`src/sv/afs_pkg.sv`:
```
// ----------------------------------------------------------------------------
// afs_pkg
// Shared types, codes and widths of the animation frame sequencer.
// ----------------------------------------------------------------------------
package afs_pkg;

	localparam int ACTION_W   = 3;
	localparam int TIME_W     = 64;
	localparam int FRAME_W    = 16;
	localparam int SPEED_W    = 8;
	localparam int PERIOD_W   = 24;
	localparam int PROGRESS_W = 7;
	localparam int CFG_IDX_W  = 2;
	localparam int CFG_DATA_W = 24;

	// shared divider: 32-bit dividend, 16-bit divisor, two quotient bits a cycle
	localparam int DIV_N_W   = 32;
	localparam int DIV_D_W   = 16;
	localparam int DIV_CNT_W = 5;
	localparam logic [DIV_CNT_W-1:0] DIV_PAIRS_PERIOD = 5'd16;
	localparam logic [DIV_CNT_W-1:0] DIV_PAIRS_PROG   = 5'd4;

	localparam logic [PROGRESS_W-1:0] PROGRESS_FULL = 7'd100;
	localparam logic [6:0]            PERCENT_MUL   = 7'd100;
	localparam logic [SPEED_W-1:0]    SPEED_RESET   = 8'd128;

	localparam logic [ACTION_W-1:0] ACT_TICK  = 3'd0;
	localparam logic [ACTION_W-1:0] ACT_START = 3'd1;
	localparam logic [ACTION_W-1:0] ACT_PAUSE = 3'd2;
	localparam logic [ACTION_W-1:0] ACT_STOP  = 3'd3;
	localparam logic [ACTION_W-1:0] ACT_SEEK  = 3'd4;

	localparam logic [CFG_IDX_W-1:0] REG_LOOP_ENABLE = 2'd0;
	localparam logic [CFG_IDX_W-1:0] REG_SPEED       = 2'd1;
	localparam logic [CFG_IDX_W-1:0] REG_FRAME_TOTAL = 2'd2;
	localparam logic [CFG_IDX_W-1:0] REG_PERIOD      = 2'd3;

	typedef enum logic [1:0] {
		MODE_STOPPED = 2'd0,
		MODE_PLAYING = 2'd1,
		MODE_LOOPING = 2'd2,
		MODE_PAUSED  = 2'd3
	} mode_t;

	typedef enum logic [2:0] {
		ST_IDLE,
		ST_DECODE,
		ST_PERIOD,
		ST_COMPARE,
		ST_PRODUCT,
		ST_PROG_GO,
		ST_PROG,
		ST_DONE
	} ctrl_state_t;

	typedef struct packed {
		logic capture;      // latch the input beat, clear flags
		logic start_period; // latch elapsed time, start period division
		logic apply_cmd;    // apply a non-timed command
		logic apply_tick;   // compare and advance the frame
		logic calc_product; // frame*100, saturation flag
		logic start_prog;   // start progress division
		logic load_out;     // load the result register
	} afs_cmd_t;

	typedef struct packed {
		logic tick_run;  // tick while playing or looping
		logic div_busy;
		logic prog_skip; // progress known without division
		logic out_free;
	} afs_status_t;

endpackage

```
`src/sv/afs_in_if.sv`:
```
// ----------------------------------------------------------------------------
// afs_in_if
// Command channel: valid/ready handshake with action, timestamp and seek frame.
// ----------------------------------------------------------------------------
interface afs_in_if;
	logic                           valid;
	logic                           ready;
	logic [afs_pkg::ACTION_W-1:0]   action;
	logic [afs_pkg::TIME_W-1:0]     time_us;
	logic [afs_pkg::FRAME_W-1:0]    seek_frame;

	modport source (output valid, action, time_us, seek_frame, input ready);
	modport sink   (input valid, action, time_us, seek_frame, output ready);
endinterface

```
`src/sv/afs_out_if.sv`:
```
// ----------------------------------------------------------------------------
// afs_out_if
// Result channel: valid/ready handshake with state, frame, flags and progress.
// ----------------------------------------------------------------------------
interface afs_out_if;
	logic                            valid;
	logic                            ready;
	logic [1:0]                      play_status;
	logic [afs_pkg::FRAME_W-1:0]     frame_pos;
	logic                            frame_advanced;
	logic                            completed;
	logic                            rejected;
	logic [afs_pkg::PROGRESS_W-1:0]  progress_percent;

	modport source (output valid, play_status, frame_pos, frame_advanced, completed,
		rejected, progress_percent, input ready);
	modport sink   (input valid, play_status, frame_pos, frame_advanced, completed,
		rejected, progress_percent, output ready);
endinterface

```
`src/sv/afs_div.sv`:
```
// ----------------------------------------------------------------------------
// afs_div
// Restoring unsigned divider, two quotient bits per cycle, preloadable remainder.
// ----------------------------------------------------------------------------
module afs_div (
	input  logic                              clk,
	input  logic                              arst_n,
	input  logic                              start,
	input  logic [afs_pkg::DIV_N_W-1:0]       dividend,
	input  logic [afs_pkg::DIV_D_W-1:0]       rem_init,
	input  logic [afs_pkg::DIV_D_W-1:0]       divisor,
	input  logic [afs_pkg::DIV_CNT_W-1:0]     pairs,
	output logic                              busy,
	output logic [afs_pkg::DIV_N_W-1:0]       quotient
);
	import afs_pkg::*;

	logic                 busy_q;
	logic [DIV_CNT_W-1:0] cnt_q;
	logic [DIV_D_W-1:0]   rem_q;
	logic [DIV_D_W-1:0]   div_q;
	logic [DIV_N_W-1:0]   quo_q;

	logic [DIV_D_W:0]     r1, r2, dext;
	logic                 q1, q2;
	logic [DIV_D_W-1:0]   rem1, rem2;
	logic [DIV_D_W:0]     diff1, diff2;

	always_comb begin
		dext  = {1'b0, div_q};
		r1    = {rem_q, quo_q[DIV_N_W-1]};
		q1    = (r1 >= dext);
		diff1 = r1 - dext;
		rem1  = q1 ? diff1[DIV_D_W-1:0] : r1[DIV_D_W-1:0];
		r2    = {rem1, quo_q[DIV_N_W-2]};
		q2    = (r2 >= dext);
		diff2 = r2 - dext;
		rem2  = q2 ? diff2[DIV_D_W-1:0] : r2[DIV_D_W-1:0];
	end

	always_ff @(posedge clk or negedge arst_n) begin
		if (!arst_n) begin
			busy_q <= 1'b0;
			cnt_q  <= '0;
		end else if (start) begin
			busy_q <= 1'b1;
			cnt_q  <= pairs;
		end else if (busy_q) begin
			cnt_q <= cnt_q - 1'b1;
			if (cnt_q == DIV_CNT_W'(1)) begin
				busy_q <= 1'b0;
			end
		end
	end

	always_ff @(posedge clk) begin
		if (start) begin
			rem_q <= rem_init;
			div_q <= divisor;
			quo_q <= dividend;
		end else if (busy_q) begin
			rem_q <= rem2;
			quo_q <= {quo_q[DIV_N_W-3:0], q1, q2};
		end
	end

	assign busy     = busy_q;
	assign quotient = quo_q;

endmodule

```
`src/sv/afs_ctrl.sv`:
```
// ----------------------------------------------------------------------------
// afs_ctrl
// Sequencer state machine: orders capture, timing, update, progress and output.
// ----------------------------------------------------------------------------
module afs_ctrl (
	input  logic                  clk,
	input  logic                  arst_n,
	input  logic                  in_valid,
	output logic                  in_ready,
	input  afs_pkg::afs_status_t  status,
	output afs_pkg::afs_cmd_t     cmd
);
	import afs_pkg::*;

	ctrl_state_t state_q, state_d;

	always_ff @(posedge clk or negedge arst_n) begin
		if (!arst_n) begin
			state_q <= ST_IDLE;
		end else begin
			state_q <= state_d;
		end
	end

	always_comb begin
		state_d = state_q;
		unique case (state_q)
			ST_IDLE: begin
				if (in_valid) state_d = ST_DECODE;
			end
			ST_DECODE: begin
				state_d = status.tick_run ? ST_PERIOD : ST_PRODUCT;
			end
			ST_PERIOD: begin
				if (!status.div_busy) state_d = ST_COMPARE;
			end
			ST_COMPARE: state_d = ST_PRODUCT;
			ST_PRODUCT: state_d = ST_PROG_GO;
			ST_PROG_GO: begin
				state_d = status.prog_skip ? ST_DONE : ST_PROG;
			end
			ST_PROG: begin
				if (!status.div_busy) state_d = ST_DONE;
			end
			ST_DONE: begin
				if (status.out_free) state_d = ST_IDLE;
			end
			default: state_d = ST_IDLE;
		endcase
	end

	always_comb begin
		cmd      = '0;
		in_ready = 1'b0;
		unique case (state_q)
			ST_IDLE: begin
				in_ready    = 1'b1;
				cmd.capture = in_valid;
			end
			ST_DECODE: begin
				cmd.start_period = status.tick_run;
				cmd.apply_cmd    = !status.tick_run;
			end
			ST_COMPARE: cmd.apply_tick   = 1'b1;
			ST_PRODUCT: cmd.calc_product = 1'b1;
			ST_PROG_GO: cmd.start_prog   = !status.prog_skip;
			ST_DONE:    cmd.load_out     = status.out_free;
			default: ;
		endcase
	end

endmodule

```
`src/sv/afs_datapath.sv`:
```
// ----------------------------------------------------------------------------
// afs_datapath
// Configuration, play state, elapsed-time check, progress and result register.
// ----------------------------------------------------------------------------
module afs_datapath (
	input  logic                               clk,
	input  logic                               arst_n,
	input  afs_pkg::afs_cmd_t                  cmd,
	output afs_pkg::afs_status_t               status,
	input  logic                               cfg_we,
	input  logic [afs_pkg::CFG_IDX_W-1:0]      cfg_index,
	input  logic [afs_pkg::CFG_DATA_W-1:0]     cfg_wdata,
	input  logic [afs_pkg::ACTION_W-1:0]       in_action,
	input  logic [afs_pkg::TIME_W-1:0]         in_time_us,
	input  logic [afs_pkg::FRAME_W-1:0]        in_seek_frame,
	output logic                               out_valid,
	input  logic                               out_ready,
	output logic [1:0]                         out_play_status,
	output logic [afs_pkg::FRAME_W-1:0]        out_frame_pos,
	output logic                               out_frame_advanced,
	output logic                               out_completed,
	output logic                               out_rejected,
	output logic [afs_pkg::PROGRESS_W-1:0]     out_progress_percent
);
	import afs_pkg::*;

	// configuration
	logic                loop_en_q;
	logic [SPEED_W-1:0]  speed_q;
	logic [FRAME_W-1:0]  total_q;
	logic [PERIOD_W-1:0] period_cfg_q;

	// play state
	mode_t               mode_q;
	logic [FRAME_W-1:0]  frame_q;
	logic [TIME_W-1:0]   last_q;

	// item in flight
	logic [ACTION_W-1:0] action_q;
	logic [TIME_W-1:0]   time_q;
	logic [FRAME_W-1:0]  seek_q;
	logic [TIME_W-1:0]   elapsed_q;
	logic                adv_q, done_q, rej_q;
	logic [22:0]         prod_q;
	logic                sat_q;

	// result register
	logic                      out_valid_q;
	mode_t                     out_mode_q;
	logic [FRAME_W-1:0]        out_frame_q;
	logic                      out_adv_q, out_done_q, out_rej_q;
	logic [PROGRESS_W-1:0]     out_prog_q;

	// divider hookup
	logic                 div_start;
	logic [DIV_N_W-1:0]   div_dividend;
	logic [DIV_D_W-1:0]   div_rem_init;
	logic [DIV_D_W-1:0]   div_divisor;
	logic [DIV_CNT_W-1:0] div_pairs;
	logic                 div_busy;
	logic [DIV_N_W-1:0]   div_quo;

	logic [SPEED_W-1:0]   speed_eff;
	logic                 running;
	logic                 due;
	logic [FRAME_W:0]     next_frame;
	logic [PROGRESS_W-1:0] prog_val;

	assign speed_eff = (speed_q == '0) ? SPEED_W'(1) : speed_q;
	assign running   = (mode_q == MODE_PLAYING) || (mode_q == MODE_LOOPING);

	always_comb begin
		div_start    = cmd.start_period || cmd.start_prog;
		if (cmd.start_period) begin
			div_dividend = {period_cfg_q, 8'd0};
			div_rem_init = '0;
			div_divisor  = DIV_D_W'(speed_eff);
			div_pairs    = DIV_PAIRS_PERIOD;
		end else begin
			// quotient fits in 8 bits, so seed the remainder with the upper bits
			div_dividend = {prod_q[7:0], 24'd0};
			div_rem_init = DIV_D_W'(prod_q[22:8]);
			div_divisor  = total_q;
			div_pairs    = DIV_PAIRS_PROG;
		end
	end

	afs_div u_div (
		.clk      (clk),
		.arst_n   (arst_n),
		.start    (div_start),
		.dividend (div_dividend),
		.rem_init (div_rem_init),
		.divisor  (div_divisor),
		.pairs    (div_pairs),
		.busy     (div_busy),
		.quotient (div_quo)
	);

	assign due        = (elapsed_q[63:32] != '0) || (elapsed_q[31:0] >= div_quo);
	assign next_frame = {1'b0, frame_q} + 1'b1;

	assign status.tick_run  = (action_q == ACT_TICK) && running;
	assign status.div_busy  = div_busy;
	assign status.prog_skip = sat_q;
	assign status.out_free  = !out_valid_q || out_ready;

	// configuration writes
	always_ff @(posedge clk or negedge arst_n) begin
		if (!arst_n) begin
			loop_en_q    <= 1'b0;
			speed_q      <= SPEED_RESET;
			total_q      <= '0;
			period_cfg_q <= '0;
		end else if (cfg_we) begin
			unique case (cfg_index)
				REG_LOOP_ENABLE: loop_en_q    <= cfg_wdata[0];
				REG_SPEED:       speed_q      <= cfg_wdata[SPEED_W-1:0];
				REG_FRAME_TOTAL: total_q      <= cfg_wdata[FRAME_W-1:0];
				REG_PERIOD:      period_cfg_q <= cfg_wdata[PERIOD_W-1:0];
				default: ;
			endcase
		end
	end

	// play state and flags
	always_ff @(posedge clk or negedge arst_n) begin
		if (!arst_n) begin
			mode_q  <= MODE_STOPPED;
			frame_q <= '0;
			last_q  <= '0;
			adv_q   <= 1'b0;
			done_q  <= 1'b0;
			rej_q   <= 1'b0;
		end else if (cmd.capture) begin
			adv_q  <= 1'b0;
			done_q <= 1'b0;
			rej_q  <= 1'b0;
		end else if (cmd.apply_cmd) begin
			unique case (action_q)
				ACT_START: begin
					mode_q  <= loop_en_q ? MODE_LOOPING : MODE_PLAYING;
					frame_q <= '0;
					last_q  <= time_q;
				end
				ACT_PAUSE: begin
					if (mode_q == MODE_STOPPED) rej_q <= 1'b1;
					else                         mode_q <= MODE_PAUSED;
				end
				ACT_STOP: begin
					mode_q  <= MODE_STOPPED;
					frame_q <= '0;
				end
				ACT_SEEK: frame_q <= seek_q;
				default: ;
			endcase
		end else if (cmd.apply_tick && due) begin
			last_q <= time_q;
			if (next_frame >= {1'b0, total_q}) begin
				if (loop_en_q) begin
					frame_q <= '0;
					adv_q   <= 1'b1;
				end else begin
					// an empty animation stops on frame 0
					frame_q <= (total_q == '0) ? '0 : total_q - 1'b1;
					mode_q  <= MODE_STOPPED;
					done_q  <= 1'b1;
				end
			end else begin
				frame_q <= next_frame[FRAME_W-1:0];
				adv_q   <= 1'b1;
			end
		end
	end

	// item payload and scratch
	always_ff @(posedge clk) begin
		if (cmd.capture) begin
			action_q <= in_action;
			time_q   <= in_time_us;
			seek_q   <= in_seek_frame;
		end
		if (cmd.start_period) begin
			elapsed_q <= time_q - last_q;
		end
		if (cmd.calc_product) begin
			prod_q <= 23'(frame_q) * 23'(PERCENT_MUL);
			sat_q  <= (frame_q >= total_q);
		end
	end

	// progress: empty gives 0, at or past the end gives 100
	always_comb begin
		if (total_q == '0)  prog_val = '0;
		else if (sat_q)     prog_val = PROGRESS_FULL;
		else                prog_val = div_quo[PROGRESS_W-1:0];
	end

	// result register
	always_ff @(posedge clk or negedge arst_n) begin
		if (!arst_n) begin
			out_valid_q <= 1'b0;
		end else if (cmd.load_out) begin
			out_valid_q <= 1'b1;
		end else if (out_ready) begin
			out_valid_q <= 1'b0;
		end
	end

	always_ff @(posedge clk) begin
		if (cmd.load_out) begin
			out_mode_q  <= mode_q;
			out_frame_q <= frame_q;
			out_adv_q   <= adv_q;
			out_done_q  <= done_q;
			out_rej_q   <= rej_q;
			out_prog_q  <= prog_val;
		end
	end

	assign out_valid            = out_valid_q;
	assign out_play_status      = out_mode_q;
	assign out_frame_pos        = out_frame_q;
	assign out_frame_advanced   = out_adv_q;
	assign out_completed        = out_done_q;
	assign out_rejected         = out_rej_q;
	assign out_progress_percent = out_prog_q;

endmodule

```
`src/sv/animation_frame_sequencer_core.sv`:
```
// ----------------------------------------------------------------------------
// animation_frame_sequencer_core
// Frame sequencer for a frame-sequence animation, one result beat per command.
// ----------------------------------------------------------------------------
// Each command beat (tick, start, pause, stop, seek, with a microsecond
// timestamp) yields exactly one result beat carrying the play state, the
// current frame, the advanced/completed/rejected flags and the progress in
// percent. Commands are handled one at a time. A tick while playing or
// looping computes the frame period frame_period_us*256/speed_factor anew
// on a shared two-bits-per-cycle divider, then progress takes another pass
// of the same divider. Other commands skip the period pass; progress past
// the last frame, or with no frames, skips the divider too. A result beat
// held on the output stalls the next command in its final state until the
// output is free. The result register lets the next command be accepted
// while a result beat still waits on the output. Configuration writes are
// taken any time but must only be issued while the block is idle. No
// clearing pass follows reset.
// ----------------------------------------------------------------------------
module animation_frame_sequencer_core (
	input  logic                           clk,
	input  logic                           arst_n,
	afs_in_if.sink                         in_ch,
	afs_out_if.source                      out_ch,
	input  logic                           cfg_we,
	input  logic [afs_pkg::CFG_IDX_W-1:0]  cfg_index,
	input  logic [afs_pkg::CFG_DATA_W-1:0] cfg_wdata
);
	import afs_pkg::*;

	afs_cmd_t    cmd;
	afs_status_t status;

	// sequencer: accepts a beat only from idle, then walks the datapath
	afs_ctrl u_ctrl (
		.clk      (clk),
		.arst_n   (arst_n),
		.in_valid (in_ch.valid),
		.in_ready (in_ch.ready),
		.status   (status),
		.cmd      (cmd)
	);

	// datapath: registers, state update, divider, result register
	afs_datapath u_dp (
		.clk                  (clk),
		.arst_n               (arst_n),
		.cmd                  (cmd),
		.status               (status),
		.cfg_we               (cfg_we),
		.cfg_index            (cfg_index),
		.cfg_wdata            (cfg_wdata),
		.in_action            (in_ch.action),
		.in_time_us           (in_ch.time_us),
		.in_seek_frame        (in_ch.seek_frame),
		.out_valid            (out_ch.valid),
		.out_ready            (out_ch.ready),
		.out_play_status      (out_ch.play_status),
		.out_frame_pos        (out_ch.frame_pos),
		.out_frame_advanced   (out_ch.frame_advanced),
		.out_completed        (out_ch.completed),
		.out_rejected         (out_ch.rejected),
		.out_progress_percent (out_ch.progress_percent)
	);

endmodule

```
`src/flat_wrapper.sv`:
```
// flat-port wrapper written by rule: the top's interface ports become plain ports
module animation_frame_sequencer_core_flat import afs_pkg::*;
  (clk, arst_n, cfg_we, cfg_index, cfg_wdata, in_ch_valid, in_ch_action, in_ch_time_us, in_ch_seek_frame, in_ch_ready, out_ch_valid, out_ch_play_status, out_ch_frame_pos, out_ch_frame_advanced, out_ch_completed, out_ch_rejected, out_ch_progress_percent, out_ch_ready);
  afs_in_if in_ch_i ();
  afs_out_if out_ch_i ();
  input  logic clk;
  input  logic arst_n;
  input  logic cfg_we;
  input  logic [afs_pkg::CFG_IDX_W-1:0] cfg_index;
  input  logic [afs_pkg::CFG_DATA_W-1:0] cfg_wdata;
  input wire logic [$bits(in_ch_i.valid)-1:0] in_ch_valid;
  input wire logic [$bits(in_ch_i.action)-1:0] in_ch_action;
  input wire logic [$bits(in_ch_i.time_us)-1:0] in_ch_time_us;
  input wire logic [$bits(in_ch_i.seek_frame)-1:0] in_ch_seek_frame;
  output wire logic [$bits(in_ch_i.ready)-1:0] in_ch_ready;
  output wire logic [$bits(out_ch_i.valid)-1:0] out_ch_valid;
  output wire logic [$bits(out_ch_i.play_status)-1:0] out_ch_play_status;
  output wire logic [$bits(out_ch_i.frame_pos)-1:0] out_ch_frame_pos;
  output wire logic [$bits(out_ch_i.frame_advanced)-1:0] out_ch_frame_advanced;
  output wire logic [$bits(out_ch_i.completed)-1:0] out_ch_completed;
  output wire logic [$bits(out_ch_i.rejected)-1:0] out_ch_rejected;
  output wire logic [$bits(out_ch_i.progress_percent)-1:0] out_ch_progress_percent;
  input wire logic [$bits(out_ch_i.ready)-1:0] out_ch_ready;
  assign in_ch_i.valid = in_ch_valid;
  assign in_ch_i.action = in_ch_action;
  assign in_ch_i.time_us = in_ch_time_us;
  assign in_ch_i.seek_frame = in_ch_seek_frame;
  assign in_ch_ready = in_ch_i.ready;
  assign out_ch_valid = out_ch_i.valid;
  assign out_ch_play_status = out_ch_i.play_status;
  assign out_ch_frame_pos = out_ch_i.frame_pos;
  assign out_ch_frame_advanced = out_ch_i.frame_advanced;
  assign out_ch_completed = out_ch_i.completed;
  assign out_ch_rejected = out_ch_i.rejected;
  assign out_ch_progress_percent = out_ch_i.progress_percent;
  assign out_ch_i.ready = out_ch_ready;
  animation_frame_sequencer_core u_core (.clk(clk), .arst_n(arst_n), .in_ch(in_ch_i), .out_ch(out_ch_i), .cfg_we(cfg_we), .cfg_index(cfg_index), .cfg_wdata(cfg_wdata));
endmodule
```
`config.mk`:
```
export PLATFORM = sky130hd
export DESIGN_NAME = animation_frame_sequencer_core_flat
export DESIGN_NICKNAME = d
export VERILOG_FILES = /design/src/sv/afs_pkg.sv /design/src/sv/afs_in_if.sv /design/src/sv/afs_out_if.sv /design/src/sv/afs_div.sv /design/src/sv/afs_ctrl.sv /design/src/sv/afs_datapath.sv /design/src/sv/animation_frame_sequencer_core.sv /design/src/flat_wrapper.sv
export SDC_FILE = /design/constraint.sdc
export NUM_CORES = 1
export LEC_CHECK = 0
export CORE_UTILIZATION = 45
export CTS_BUF_LIST = sky130_fd_sc_hd__clkbuf_16
export CTS_CLUSTER_SIZE = 30
export DETAILED_ROUTE_END_ITERATION = 16
export DONT_BUFFER_PORTS = 1
export SLEW_MARGIN = 20
export SYNTH_ARGS = -nofsm -noshare
export SYNTH_HDL_FRONTEND = slang
export SYNTH_SLANG_ARGS = --single-unit
```
`constraint.sdc`:
```
create_clock -name clk -period 4.8 [get_ports clk]
set_input_delay 1.44 -clock clk [delete_from_list [all_inputs] [get_ports clk]]
set_output_delay 1.44 -clock clk [all_outputs]
set_load 0.01 [all_outputs]
```
==> flow_summary.ini <==
[floorplan]
core-area_mm2 = 0.0517
die_w_um = 232
num_rows = 83
dieArea_mm2 = 0.0536
ios = 144
fp.dieH_um = 232
start_util = 0.459

[worst_setup_path]
end_kind = flip-flop
crit_fanout = 7
max_stage_delay_ps = 490
crit_required_ps = 5240
rrSetupSlack_ps = 160
timing.critical_path.from_type = flip-flop
r2r_start = u_core.u_dp.u_div.rem_q[10]
critPathLaunch = u_core.u_dp.u_div.rem_q[10]
worst_path_max_delay_cell = or4_1
cp.arrival_ps = 5080
critical_path_class = flip-flop to flip-flop
crit_buf_inv = 4
critPathTopFamily = simple AND/OR/NAND/NOR gates
path_cells = ha_4 > and3_4 > nand4_1 > or4_1 > and3_4 > o21ai_4 > a211o_4 > buf_6 > buf_6 > nor2_1 > nor2_1 > ha_2 > nor3_2 > nand3_1 > o211ai_1 > o21ai_1 > o21ai_2 > o211a_1 > and2_4 > buf_8 > buf_12 > or3_1 > nand3_1

[placement]
gp_congestion = 0.910
place_hpwl_um = 44200
dpl_cell_area_mm2 = 0.0249
io_buffers = 0

[detailed_routing]
drcViolationCount = 0
drt_iter0_drc = 970
wl_per_cell_um = 19.6
drtPass1Iterations = 6
wirelength_um = 58000
viasPerCell = 5.53
ant_nets = 0
via_count = 16300

[synthesis]
yosysMostFrequentCell = edfxtp_1
synth_top_area_cell = edfxtp_1
ys_types = 83
syn_area_mm2 = 0.0237
avgSynthCellArea_um2 = 11.0
synth_seq_cells = 405
syn-instance-count = 2159
synth_fp_nets = 2505
dominantRegCellSynth = edfxtp_1
synth_edf_count = 261
synth.area.top_cells = edfxtp_1 33%, dfrtp_1 15%, ha_1 11%
yosysWarnings = 0
yosysSeqAreaShare = 0.482
yosys.area.top_type_share = 0.330
async_flop_share = 0.356
synth_top_cells_by_count = 261 x edfxtp_1, 229 x inv_1, 218 x ha_1, 150 x a21oi_1, 143 x dfrtp_1

[timing]
slew_headroom = 0.285
finalHoldViolations = 0
fmax_mhz = 215
clock_skew_ps = 21.2
period_needed_ps = 4640
worst_pin_slew_ps = 1070
slew_viol_final = 0
grt_setup_unrepaired = true
setup_viol_count_final = 0
min_period_over_period = 0.967

[layout]
area_growth_pct = 13.6
finalInstanceArea_mm2 = 0.0270
nets = 2576
multi_input_area_mm2 = 0.0114
n_fill_cell = 4640
drive_above_1_share = 0.148
regArea_mm2 = 0.0114

[pwr]
p_leak_nw = 11.4
power_mw = 22.4
power.density_mw_per_mm2 = 832
vdd_drop_max_mv = 0.354

[cts]
htree_levels = 2
numCtsBuffers = 47
cts_tree = built
cts_sinks = 405
cts-root-buf = clkbuf_16
path_clk_slew_ps = 60
clk_latency_ps = 590
cts_buffer_depth = 3

[run_status]
status = complete, no violations

[min_path]
hold_start = u_core.u_dp.done_q
hp-class = flip-flop to flip-flop

[global_route]
antenna_found_initial = 11
grt-ovfl-total = 0
grt_pass1_vias = 16400
grtUsageTotal = 0.218
grt_max_degree = 145
grt_pass1_wl_um = 90600

[flow_run]
cap_violations = 0
==> timing repair <==
item	CTS	global route
gates resized for setup	9	47
hold buffers	0	0
gates cloned	0	1
endpoints found under the setup margin	16	17
buffers inserted	1	12
pin swaps	2	34
==> stage by stage <==
stage                util  TNS [ps]  setup WS, ps  hold WS [ps]  std cells
floorplan               -         0          16.9           425       2159
finish              0.521         0           159           458       2956
detailed placement  0.481     -1330          -155           446       2849
CTS                 0.515         0          11.4           461       2938
global route        0.521     -44.4         -17.0           470       2949
global placement    0.481      -426         -87.8           441       2849
==> final cells by class <==
cell class	count	share of cell area
sequential	405	0.425
tap	680	0.0316
clock buffer	48	0.0446
inverter	230	0.0322
clock inverter	40	0.0183
antenna	7	0.000650
timing repair buffer	80	0.0252
multi-input combinational	1466	0.423
==> cell families after synthesis <==
logic type,synth area share
compound gates,0.136
xor+xnor,0.0484
fa+ha+maj,0.127
buf+inv,0.0485
flops,0.482
mux,0.0554
simple gates,0.103
==> cell usage in the layout (no fill, tap or decap), drive strengths merged, types with 9 or more instances in the layout <==
| master | synthesis | final |
|---|---|---|
| edfxtp | 261 | 261 |
| inv | 229 | 237 |
| ha | 218 | 218 |
| a21oi | 153 | 153 |
| dfrtp | 143 | 143 |
| nand2 | 136 | 136 |
| nor2 | 118 | 118 |
| mux2 | 114 | 114 |
| xnor2 | 96 | 96 |
| o21ai | 89 | 89 |
| buf | 12 | 79 |
| a21o | 60 | 60 |
| nand3 | 54 | 54 |
| clkbuf | 46 | 49 |
| xor2 | 35 | 35 |
| nor3 | 35 | 35 |
| o31ai | 35 | 35 |
| nand4 | 30 | 30 |
| and3 | 25 | 25 |
| o21bai | 19 | 19 |
| a31oi | 19 | 19 |
| clkinv | 1 | 19 |
| nand2b | 18 | 18 |
| a222oi | 15 | 15 |
| and2 | 15 | 15 |
| or3 | 14 | 14 |
| nor2b | 14 | 14 |
| fa | 14 | 14 |
| o211ai | 13 | 13 |
| nor4 | 13 | 13 |
| o21a | 11 | 11 |
| o2bb2ai | 11 | 11 |
| bufinv | 0 | 11 |
| a211oi | 9 | 9 |
==> layer usage <==
layer | wire length [µm] | GRT usage
met1 | 25000 | 0.269
met2 | 27900 | 0.366
met3 | 2960 | 0.0497
met4 | 2020 | 0.0876
met5 | 110 | 0
==> final timing paths <==
path                                                   end  cells after the start
worst min register to register   u_core.u_dp.out_completed                      0
min in group asynchronous          u_core.u_dp.frame_q[12]                      0
worst min-delay path             u_core.u_dp.out_completed                      0
max in group asynchronous           u_core.u_dp.speed_q[7]                      0
worst max-delay path            u_core.u_dp.u_div.rem_q[2]                     23
worst max register to register  u_core.u_dp.u_div.rem_q[2]                     23
==> registers in the layout, indices dropped and copies added (netlist names), 21 cells and up <==
| signal | flops |
|---|---|
| u_core.u_dp.prod_q | 21 |
| u_core.u_dp.period_cfg_q | 24 |
| u_core.u_dp.elapsed_q | 64 |
| u_core.u_dp.last_q | 64 |
| u_core.u_dp.time_q | 64 |
| u_core.u_dp.u_div.quotient | 32 |
==> report_power, final <==
group	switching, mW	internal, mW
registers	0.738	5.42
logic	6.71	5.67
clock network	1.47	2.41
total	8.91	13.5
Note: power is estimated with default switching activity, not from simulation.
